**config.mk**
```make
export PLATFORM = sky130hd
export DESIGN_NAME = contiguous_frame_allocator_core
export DESIGN_NICKNAME = d
export VERILOG_FILES = /design/src/hdl/cfa_pkg.sv /design/src/hdl/cfa_engine.sv /design/src/hdl/contiguous_frame_allocator_core.sv
export SDC_FILE = /design/constraint.sdc
export NUM_CORES = 2
export LEC_CHECK = 0
export ABC_AREA = 1
export BUFFER_PORTS_ARGS = -buffer_cell sky130_fd_sc_hd__buf_2
export CORE_AREA = 5 5 436 438
export DETAILED_ROUTE_END_ITERATION = 10
export DIE_AREA = 0 0 441 443
export PLACE_DENSITY = 0.72
export SYNTH_ARGS = -nofsm -noshare
export SYNTH_HDL_FRONTEND = slang
export SYNTH_SLANG_ARGS = --single-unit
```
**constraint.sdc**
```tcl
create_clock -name clock -period 47.9 [get_ports clock]
set_input_delay 4.79 -clock clock [delete_from_list [all_inputs] [get_ports clock]]
set_output_delay 4.79 -clock clock [all_outputs]
set_load 0.05 [all_outputs]
```
**src/hdl/cfa_pkg.sv**
```systemverilog
// Shared types, field widths and codes of the contiguous frame allocator.
package cfa_pkg;

   localparam int FRAME_W        = 20;
   localparam int CNT_W          = 11;
   localparam int MODE_W         = 2;
   localparam int STATUS_W       = 2;
   localparam int FSTATE_W       = 2;
   localparam int CSR_IDX_W      = 2;
   localparam int CSR_DATA_W     = 20;
   localparam int DEF_MAX_FRAMES = 1024;

   // Request modes.
   localparam logic [MODE_W-1:0] MODE_ALLOC   = 2'd0;
   localparam logic [MODE_W-1:0] MODE_MARK    = 2'd1;
   localparam logic [MODE_W-1:0] MODE_RELEASE = 2'd2;
   localparam logic [MODE_W-1:0] MODE_CLEAR   = 2'd3;

   // Response status codes.
   localparam logic [STATUS_W-1:0] STAT_OK      = 2'd0;
   localparam logic [STATUS_W-1:0] STAT_NOSPACE = 2'd1;
   localparam logic [STATUS_W-1:0] STAT_RANGE   = 2'd2;
   localparam logic [STATUS_W-1:0] STAT_NOTHEAD = 2'd3;

   // Per-frame states kept in the map memory.
   localparam logic [FSTATE_W-1:0] FS_FREE = 2'd0;
   localparam logic [FSTATE_W-1:0] FS_USED = 2'd1;
   localparam logic [FSTATE_W-1:0] FS_HEAD = 2'd2;

   // Configuration register indexes.
   localparam logic [CSR_IDX_W-1:0] CSR_BASE_FRAME    = 2'd0;
   localparam logic [CSR_IDX_W-1:0] CSR_POOL_FRAMES   = 2'd1;
   localparam logic [CSR_IDX_W-1:0] CSR_RESERVE_FIRST = 2'd2;

   localparam logic [FRAME_W-1:0] RST_BASE_FRAME  = 20'd0;
   localparam logic [CNT_W-1:0]   RST_POOL_FRAMES = 11'd1024;
   localparam logic               RST_RESERVE     = 1'b0;

   typedef struct packed {
      logic [MODE_W-1:0]  mode;
      logic [FRAME_W-1:0] first_frame;
      logic [CNT_W-1:0]   count;
   } cfa_req_type;

   typedef struct packed {
      logic [FRAME_W-1:0]  result_frame;
      logic [STATUS_W-1:0] status;
   } cfa_rsp_type;

   typedef struct packed {
      logic [FRAME_W-1:0] base_frame;
      logic [CNT_W-1:0]   pool_frames;
      logic               reserve_first;
   } cfa_cfg_type;

   typedef struct packed {
      logic req_ready;
      logic done;
   } cfa_stat_type;

   typedef enum logic [2:0] {
      S_SWEEP,
      S_IDLE,
      S_CHECK,
      S_SCAN,
      S_MARK,
      S_REL_HEAD,
      S_REL_NEXT,
      S_RESP
   } cfa_state_type;

endpackage

```
**src/hdl/cfa_engine.sv**
```systemverilog
// Frame map memory and the sequencer that scans, marks, releases and clears it.
module cfa_engine #(
   parameter int MAX_FRAMES = cfa_pkg::DEF_MAX_FRAMES
) (
   input  logic                 clock,
   input  logic                 reset,
   input  cfa_pkg::cfa_cfg_type cfg,
   input  logic                 req_valid,
   input  cfa_pkg::cfa_req_type req,
   input  logic                 slot_free,
   output cfa_pkg::cfa_stat_type stat,
   output cfa_pkg::cfa_rsp_type result
);
   import cfa_pkg::*;

   localparam int AW = $clog2(MAX_FRAMES);
   localparam int NW = $clog2(MAX_FRAMES + 1);
   localparam logic [NW-1:0] ONE_N = NW'(1);
   localparam logic [NW-1:0] LAST_N = NW'(MAX_FRAMES - 1);
   localparam logic [CNT_W-1:0] ONE_C = CNT_W'(1);

   logic [FSTATE_W-1:0] map_mem [MAX_FRAMES];
   logic [FSTATE_W-1:0] rd_data_ff;
   logic                mem_we;
   logic [FSTATE_W-1:0] mem_wdata;

   cfa_state_type       state_ff, state_in;
   logic [NW-1:0]       ptr_ff, ptr_in;
   logic                reply_ff, reply_in;
   logic [NW-1:0]       start_ff, start_in;
   logic [CNT_W-1:0]    run_ff, run_in;
   logic [CNT_W-1:0]    remain_ff, remain_in;
   logic                first_ff, first_in;
   logic [MODE_W-1:0]   mode_ff, mode_in;
   logic [CNT_W-1:0]    cnt_ff, cnt_in;
   logic [FRAME_W-1:0]  rel_ff, rel_in;
   logic                below_ff, below_in;
   logic [FRAME_W-1:0]  res_frame_ff, res_frame_in;
   logic [STATUS_W-1:0] res_status_ff, res_status_in;

   logic [NW-1:0]       pool_n;
   logic [FRAME_W:0]    diff;
   logic [FRAME_W:0]    rel_end;
   logic                rel_outside;
   logic [NW-1:0]       ptr_nx;
   logic [NW-1:0]       run_start;
   logic [CNT_W-1:0]    run_nx;

   // The pool size is clipped to the depth of the map memory.
   assign pool_n = (32'(cfg.pool_frames) > 32'(MAX_FRAMES)) ? NW'(MAX_FRAMES)
                                                             : NW'(cfg.pool_frames);
   assign diff        = {1'b0, req.first_frame} - {1'b0, cfg.base_frame};
   assign rel_outside = below_ff || (rel_ff >= {{(FRAME_W - NW){1'b0}}, pool_n});
   assign rel_end     = {1'b0, rel_ff} + {{(FRAME_W + 1 - CNT_W){1'b0}}, cnt_ff};
   assign ptr_nx      = ptr_ff + ONE_N;
   assign run_start   = (run_ff == '0) ? ptr_ff : start_ff;
   assign run_nx      = run_ff + ONE_C;

   // Reads always fetch the entry the next cycle will look at. A read only lands on the
   // entry being written in the last cycle of a mark or release, and that data is unused.
   always_ff @(posedge clock) begin
      if (mem_we) begin
         map_mem[ptr_ff[AW-1:0]] <= mem_wdata;
      end
      rd_data_ff <= map_mem[ptr_in[AW-1:0]];
   end

   always_ff @(posedge clock) begin
      if (reset) begin
         state_ff <= S_SWEEP;
         ptr_ff   <= '0;
         reply_ff <= 1'b0;
      end else begin
         state_ff <= state_in;
         ptr_ff   <= ptr_in;
         reply_ff <= reply_in;
      end
   end

   always_ff @(posedge clock) begin
      start_ff      <= start_in;
      run_ff        <= run_in;
      remain_ff     <= remain_in;
      first_ff      <= first_in;
      mode_ff       <= mode_in;
      cnt_ff        <= cnt_in;
      rel_ff        <= rel_in;
      below_ff      <= below_in;
      res_frame_ff  <= res_frame_in;
      res_status_ff <= res_status_in;
   end

   always_comb begin
      state_in      = state_ff;
      ptr_in        = ptr_ff;
      reply_in      = reply_ff;
      start_in      = start_ff;
      run_in        = run_ff;
      remain_in     = remain_ff;
      first_in      = first_ff;
      mode_in       = mode_ff;
      cnt_in        = cnt_ff;
      rel_in        = rel_ff;
      below_in      = below_ff;
      res_frame_in  = res_frame_ff;
      res_status_in = res_status_ff;
      mem_we        = 1'b0;
      mem_wdata     = FS_FREE;
      stat.req_ready = 1'b0;
      stat.done      = 1'b0;

      unique case (state_ff)
         S_SWEEP: begin
            // A clear leaves frame 0 reserved when asked; the pass after reset never does.
            mem_we = 1'b1;
            mem_wdata = (reply_ff && cfg.reserve_first && ptr_ff == '0) ? FS_USED : FS_FREE;
            if (ptr_ff == LAST_N) begin
               ptr_in        = '0;
               res_frame_in  = '0;
               res_status_in = STAT_OK;
               state_in      = reply_ff ? S_RESP : S_IDLE;
            end else begin
               ptr_in = ptr_nx;
            end
         end
         S_IDLE: begin
            stat.req_ready = 1'b1;
            if (req_valid) begin
               mode_in      = req.mode;
               cnt_in       = req.count;
               rel_in       = diff[FRAME_W-1:0];
               below_in     = diff[FRAME_W];
               res_frame_in = '0;
               unique case (req.mode)
                  MODE_ALLOC: begin
                     if (req.count == '0 || pool_n == '0) begin
                        res_status_in = STAT_NOSPACE;
                        state_in      = S_RESP;
                     end else begin
                        ptr_in   = '0;
                        run_in   = '0;
                        state_in = S_SCAN;
                     end
                  end
                  MODE_MARK, MODE_RELEASE: begin
                     state_in = S_CHECK;
                  end
                  MODE_CLEAR: begin
                     ptr_in   = '0;
                     reply_in = 1'b1;
                     state_in = S_SWEEP;
                  end
                  default: begin
                     state_in = S_CHECK;
                  end
               endcase
            end
         end
         S_CHECK: begin
            if (mode_ff == MODE_MARK) begin
               if (rel_outside || rel_end > {{(FRAME_W + 1 - NW){1'b0}}, pool_n}) begin
                  res_status_in = STAT_RANGE;
                  state_in      = S_RESP;
               end else begin
                  ptr_in    = rel_ff[NW-1:0];
                  remain_in = (cnt_ff == '0) ? '0 : cnt_ff - ONE_C;
                  first_in  = 1'b1;
                  state_in  = S_MARK;
               end
            end else begin
               if (rel_outside) begin
                  res_status_in = STAT_RANGE;
                  state_in      = S_RESP;
               end else begin
                  ptr_in   = rel_ff[NW-1:0];
                  state_in = S_REL_HEAD;
               end
            end
         end
         S_SCAN: begin
            // rd_data_ff holds the state of frame ptr_ff.
            if (rd_data_ff == FS_FREE && run_nx == cnt_ff) begin
               ptr_in    = run_start;
               start_in  = run_start;
               remain_in = cnt_ff - ONE_C;
               first_in  = 1'b1;
               state_in  = S_MARK;
            end else begin
               if (rd_data_ff == FS_FREE) begin
                  start_in = run_start;
                  run_in   = run_nx;
               end else begin
                  run_in = '0;
               end
               if (ptr_nx == pool_n) begin
                  res_status_in = STAT_NOSPACE;
                  state_in      = S_RESP;
               end else begin
                  ptr_in = ptr_nx;
               end
            end
         end
         S_MARK: begin
            mem_we    = 1'b1;
            mem_wdata = first_ff ? FS_HEAD : FS_USED;
            first_in  = 1'b0;
            if (remain_ff == '0) begin
               res_status_in = STAT_OK;
               res_frame_in  = (mode_ff == MODE_ALLOC)
                             ? cfg.base_frame + {{(FRAME_W - NW){1'b0}}, start_ff}
                             : '0;
               state_in      = S_RESP;
            end else begin
               remain_in = remain_ff - ONE_C;
               ptr_in    = ptr_nx;
            end
         end
         S_REL_HEAD, S_REL_NEXT: begin
            if ((state_ff == S_REL_HEAD && rd_data_ff == FS_HEAD) ||
                (state_ff == S_REL_NEXT && rd_data_ff == FS_USED)) begin
               mem_we    = 1'b1;
               mem_wdata = FS_FREE;
               if (ptr_nx == pool_n) begin
                  res_status_in = STAT_OK;
                  state_in      = S_RESP;
               end else begin
                  ptr_in   = ptr_nx;
                  state_in = S_REL_NEXT;
               end
            end else begin
               res_status_in = (state_ff == S_REL_HEAD) ? STAT_NOTHEAD : STAT_OK;
               state_in      = S_RESP;
            end
         end
         S_RESP: begin
            stat.done = 1'b1;
            if (slot_free) begin
               state_in = S_IDLE;
            end
         end
         default: begin
            state_in = S_IDLE;
         end
      endcase
   end

   assign result.result_frame = res_frame_ff;
   assign result.status       = res_status_ff;

endmodule

```
**src/hdl/contiguous_frame_allocator_core.sv**
```systemverilog
// Top level of the first-fit contiguous frame allocator: registers, response stage, engine.
//
// The allocator keeps a two-bit state for each frame of the pool in one memory with a
// registered read port, so a request that walks the map does so one frame per clock.
// An allocate scans the pool (its size clipped to MAX_FRAMES) from the start for the
// first free run of count frames and then writes the run; an allocate of zero frames
// or from an empty pool is answered without a scan. A mark checks the bounds and then
// writes count frames, or one frame when count is zero. A release checks the bounds,
// reads the head and frees it and each used frame after it until the run or the pool
// ends, and answers without writing when it finds no head. A request that fails the
// bounds check is answered after the check, and a clear sweeps the whole map. While the
// output register still holds an unaccepted response, the engine waits in its last cycle.
// After reset the block runs a clearing pass over every entry of the map and holds
// req_ready low until it is done; configuration writes are taken at any time. One
// transaction is worked at a time, and the next one is accepted while the previous
// response still waits in the output register.
module contiguous_frame_allocator_core #(
   parameter int MAX_FRAMES = cfa_pkg::DEF_MAX_FRAMES
) (
   input  logic                              clock,
   input  logic                              reset,
   input  logic                              req_valid,
   output logic                              req_ready,
   input  cfa_pkg::cfa_req_type              req_data,
   output logic                              rsp_valid,
   input  logic                              rsp_ready,
   output cfa_pkg::cfa_rsp_type              rsp_data,
   input  logic                              csr_we,
   input  logic [cfa_pkg::CSR_IDX_W-1:0]     csr_index,
   input  logic [cfa_pkg::CSR_DATA_W-1:0]    csr_wdata
);
   import cfa_pkg::*;

   cfa_cfg_type  cfg_ff, cfg_in;
   logic         rsp_valid_ff, rsp_valid_in;
   cfa_rsp_type  rsp_data_ff, rsp_data_in;
   cfa_stat_type eng_stat;
   cfa_rsp_type  eng_result;
   logic         slot_free;

   always_comb begin
      cfg_in = cfg_ff;
      if (csr_we) begin
         unique case (csr_index)
            CSR_BASE_FRAME:    cfg_in.base_frame    = csr_wdata[FRAME_W-1:0];
            CSR_POOL_FRAMES:   cfg_in.pool_frames   = csr_wdata[CNT_W-1:0];
            CSR_RESERVE_FIRST: cfg_in.reserve_first = csr_wdata[0];
            default:           cfg_in = cfg_ff;
         endcase
      end
   end

   always_ff @(posedge clock) begin
      if (reset) begin
         cfg_ff.base_frame    <= RST_BASE_FRAME;
         cfg_ff.pool_frames   <= RST_POOL_FRAMES;
         cfg_ff.reserve_first <= RST_RESERVE;
      end else begin
         cfg_ff <= cfg_in;
      end
   end

   cfa_engine #(
      .MAX_FRAMES(MAX_FRAMES)
   ) u_engine (
      .clock     (clock),
      .reset     (reset),
      .cfg       (cfg_ff),
      .req_valid (req_valid),
      .req       (req_data),
      .slot_free (slot_free),
      .stat      (eng_stat),
      .result    (eng_result)
   );

   // The output register frees the engine as soon as a response is parked in it.
   assign slot_free = !rsp_valid_ff || rsp_ready;

   always_comb begin
      rsp_valid_in = rsp_valid_ff && !rsp_ready;
      rsp_data_in  = rsp_data_ff;
      if (eng_stat.done && slot_free) begin
         rsp_valid_in = 1'b1;
         rsp_data_in  = eng_result;
      end
   end

   always_ff @(posedge clock) begin
      if (reset) begin
         rsp_valid_ff <= 1'b0;
      end else begin
         rsp_valid_ff <= rsp_valid_in;
      end
   end

   always_ff @(posedge clock) begin
      rsp_data_ff <= rsp_data_in;
   end

   assign req_ready = eng_stat.req_ready;
   assign rsp_valid = rsp_valid_ff;
   assign rsp_data  = rsp_data_ff;

`ifndef SYNTHESIS
   // The engine never offers a result while it is free to take a new transaction.
   a_done_not_idle: assert property (@(posedge clock) disable iff (reset)
      !(eng_stat.done && eng_stat.req_ready))
      else $error("engine reports a result while accepting requests");

   // A result handed over to a free output slot shows up as a valid response.
   a_result_lands: assert property (@(posedge clock) disable iff (reset)
      (eng_stat.done && slot_free) |=> (rsp_valid && !eng_stat.done))
      else $error("result handed to output slot did not appear");

   // The map is being cleared right after reset, so no request is taken.
   a_sweep_after_reset: assert property (@(posedge clock)
      reset |=> !req_ready)
      else $error("request accepted before the clearing pass finished");
`endif

endmodule
```
==> results by group <==
Critical path
  – CP arrival: 12,950 ps
  – Flop2flop setup slack: 37,150 ps
  – Startpoint types: primary input
  – CP peak stage delay: 990 ps
  – Buffers plus inverters on the worst setup path: 6
  – Max FO, Critical Path: 164
  – CP most frequent cell: nand3_1
  – Crit-path leading delay family: buffers and inverters
  – Worst R2R End: u_engine.rd_data_ff[0]
  – Worst setup EP type: register
  – Reg2reg path depth: 34
  – CP Data Required Time: 48,650 ps
  – Worst R2R Start: u_engine.cnt_ff[0]
  – Crit Path Class: primary input to register
  – Crit-path slowest cell: buf_4

Synth
  – Post-synth top flop: edfxtp_1
  – Post-synthesis net count: 10,400
  – Sequential area share after synthesis: 63.8%
  – Syn. warnings: 0
  – Netlist Area Pre-Place: 103,000 µm²
  – Asr flop ratio synth: 0%
  – Number of synthesized flops with an enable pin: 2,160
  – Cells after Synth: 10,300
  – Library cells used by synthesis: 60
  – Number of synthesized register bits: 2,210
  – Syn Area/Cell: 10.0 µm²

GRT
  – GRT Total Usage: 30.1%
  – First-pass GRT wire length: 443 mm
  – Largest net degree at the start of global routing: 249
  – Vias in the first global route: 73,300
  – Initial antenna violation count: 6
  – Total gr overflow: 0

Timing
  – RSZ-0062 raised after global routing: false
  – Sum Neg Setup Slack: 0 ps
  – Hold Slack: 421 ps
  – Fmax: 0.0820 GHz
  – Hold Violations, Final: 0
  – Crit path time final: 12,190 ps
  – Fin crit share: 25.5%
  – Slew Viols, Final: 0
  – Relative slew slack: 12.1%
  – Final-report setup violation count: 0
  – Clk_skew: 24.9 ps
  – Worst setup margin: 35,710 ps
  – Worst slew pin tran: 1320 ps

CTS
  – Cts hold-fix bufs: 0
  – Clk sinks: 2,210
  – # resized after CTS: 0
  – Root Buffer: clkbuf_16
  – H-tree levels: 4
  – Deepest clock path buffer count: 3
  – Post-CTS Setup Bufs: 0
  – Clk slew on worst S/H paths: 60 ps
  – CTS tree: built
  – Num CTS Buffers: 217
  – Clk Latency, worst-skew pair: 870 ps

Detailed routing
  – DRC: 0
  – Initial DRC count: 10,300
  – Post-route ant nets: 0
  – Routed via count: 75,700
  – DR vias/cell: 5.94
  – Total Wirelength: 299 mm
  – DR pass1 iterations: 8
  – WL/cell: 23.4 µm

Flow run
  – Max-Cap Viols: 0

Cells and area
  – Share of post-route cells with drive strength above 1: 5.70%
  – Nets: 10,200
  – Syn-to-layout area delta: 8.26%

Floorplan
  – Die W: 441 µm
  – Die H: 443 µm
  – Starting Density: 55.5%
  – Die area: 195,000 µm²
  – IO Count: 84
  – Core area: 186,000 µm²
  – # rows: 159

Placement
  – Final HPWL DP: 165 mm
  – Port Buffer Count: 83
  – Pre-CTS setup slack: 35,090 ps
  – GPL Wtd Cong: 0.906

Hold path
  – Hold path cells: 0
  – Hold Crit Start: u_engine.res_frame_ff[1]
  – Hold Path Sink: rsp_data[3]
  – Min-Delay Path Class: register to register

Power
  – Overall Power: 0.00695 W
  – Leakage: 43.8 nW
  – Max VDD drop: 0.0000884 V
  – Pwr dens: 62.2 nW/µm²

Status
  – Status: completed
==> synth_stat cells, types with 6 or more instances <==
cell | n | area, µm²
edfxtp_1 | 2160 | 64900
nand2_1 | 2028 | 7610
nand3_1 | 1636 | 8190
inv_1 | 1450 | 5440
nor2_1 | 1106 | 4150
o211ai_1 | 384 | 2880
nand3b_1 | 347 | 2610
clkbuf_1 | 324 | 1220
buf_2 | 225 | 1130
a21oi_1 | 98 | 490
o21ai_0 | 88 | 440
ha_1 | 75 | 938
buf_1 | 55 | 206
dfxtp_1 | 50 | 1000
buf_4 | 49 | 368
xor2_1 | 30 | 263
nor3_1 | 28 | 140
nand4_1 | 25 | 156
clkinv_1 | 19 | 71.3
buf_6 | 11 | 124
xnor2_1 | 11 | 96.3
o21ai_1 | 10 | 50.1
nor4_1 | 9 | 56.3
o2111ai_1 | 8 | 70.1
inv_2 | 7 | 26.3
o22ai_1 | 7 | 43.8
o21a_1 | 6 | 45.0
==> layout by cell type, fill, tap and decap left out, drive strengths merged, types with 99 or more instances in the layout <==
master  synthesis  final
inv          1458   1460
clkinv         19    131
buf           341    196
nand2        2035   2035
o211ai        385    385
nand3b        347    347
clkbuf        325    265
nor2         1114   1114
nand3        1638   1638
edfxtp       2160   2160
a21oi          99     99
==> state kept, by name (all words and copies together) (netlist names) <==
name                    cells
u_engine.first_ff           1
u_engine.start_ff          11
u_engine.remain_ff         11
u_engine.rd_data_ff         2
rsp_valid                   1
u_engine.res_status_ff      2
u_engine.ptr_ff            11
u_engine.state_ff           3
u_engine.map_mem         2048
u_engine.below_ff           1
cfg_ff                     32
u_engine.rel_ff            20
rsp_data                   22
u_engine.mode_ff            2
u_engine.run_ff            11
u_engine.res_frame_ff      20
u_engine.reply_ff           1
u_engine.cnt_ff            11
==> how the worst max path moves through the flow <==
stage | slack [ps] | startpoint | depth (start not counted) | endpoint
5_1_grt | 35160 | req_data[31] | 25 | u_engine.rd_data_ff[1]
3_5_place_dp | 35090 | req_data[31] | 25 | u_engine.rd_data_ff[0]
4_1_cts | 35980 | req_data[31] | 25 | u_engine.rd_data_ff[0]
6_report | 35710 | req_data[31] | 25 | u_engine.rd_data_ff[0]
2_1_floorplan | 13680 | u_engine.ptr_ff[6] | 7 | u_engine.map_mem[0][0]
3_3_place_gp | 35400 | req_data[31] | 26 | u_engine.rd_data_ff[0]
==> power breakdown <==
part	switching, W	internal, W
registers	0.0000245	0.00226
clock network	0.000734	0.000915
logic	0.00219	0.000826
total	0.00295	0.00400
==> logic make-up after synthesis <==
kind of cell,synth area share (%)
and+or+nand+nor,22.4
DFF,63.8
buffers and inverters,8.34
AOI/OAI and AO/OA,4.13
adders and majority gates,0.967
xor gates and xnor gates,0.348
==> final cells by class <==
class	count	area (µm²)
well taps	2495	3120
repair buffers	196	1390
flip-flops and latches	2210	65900
fillers	15300	74400
clock inverters	135	1110
diodes	9	22.5
inverters	1477	5560
multi-input cells	5955	29000
clock buffers	265	5700
==> per-layer routing <==
layer  up-vias  routed length (µm)  global-route usage [%]
met5         -                  13                       0
met4         2               15700                    14.1
met3       824               32300                    5.56
met2      4244              139000                    48.9
met1     36500              111000                    39.3
li1      34100                   -                       -
==> per-stage QoR <==
stage | utilization, % | instances | area [µm²]
floorplan | - | 10300 | 103000
global placement | 56.4 | 12300 | 105000
detailed placement | 56.4 | 12300 | 105000
CTS | 60.0 | 12700 | 112000
global route | 60.0 | 12700 | 112000
finish | 60.0 | 12700 | 112000
Note: power is estimated with default switching activity, not from simulation.
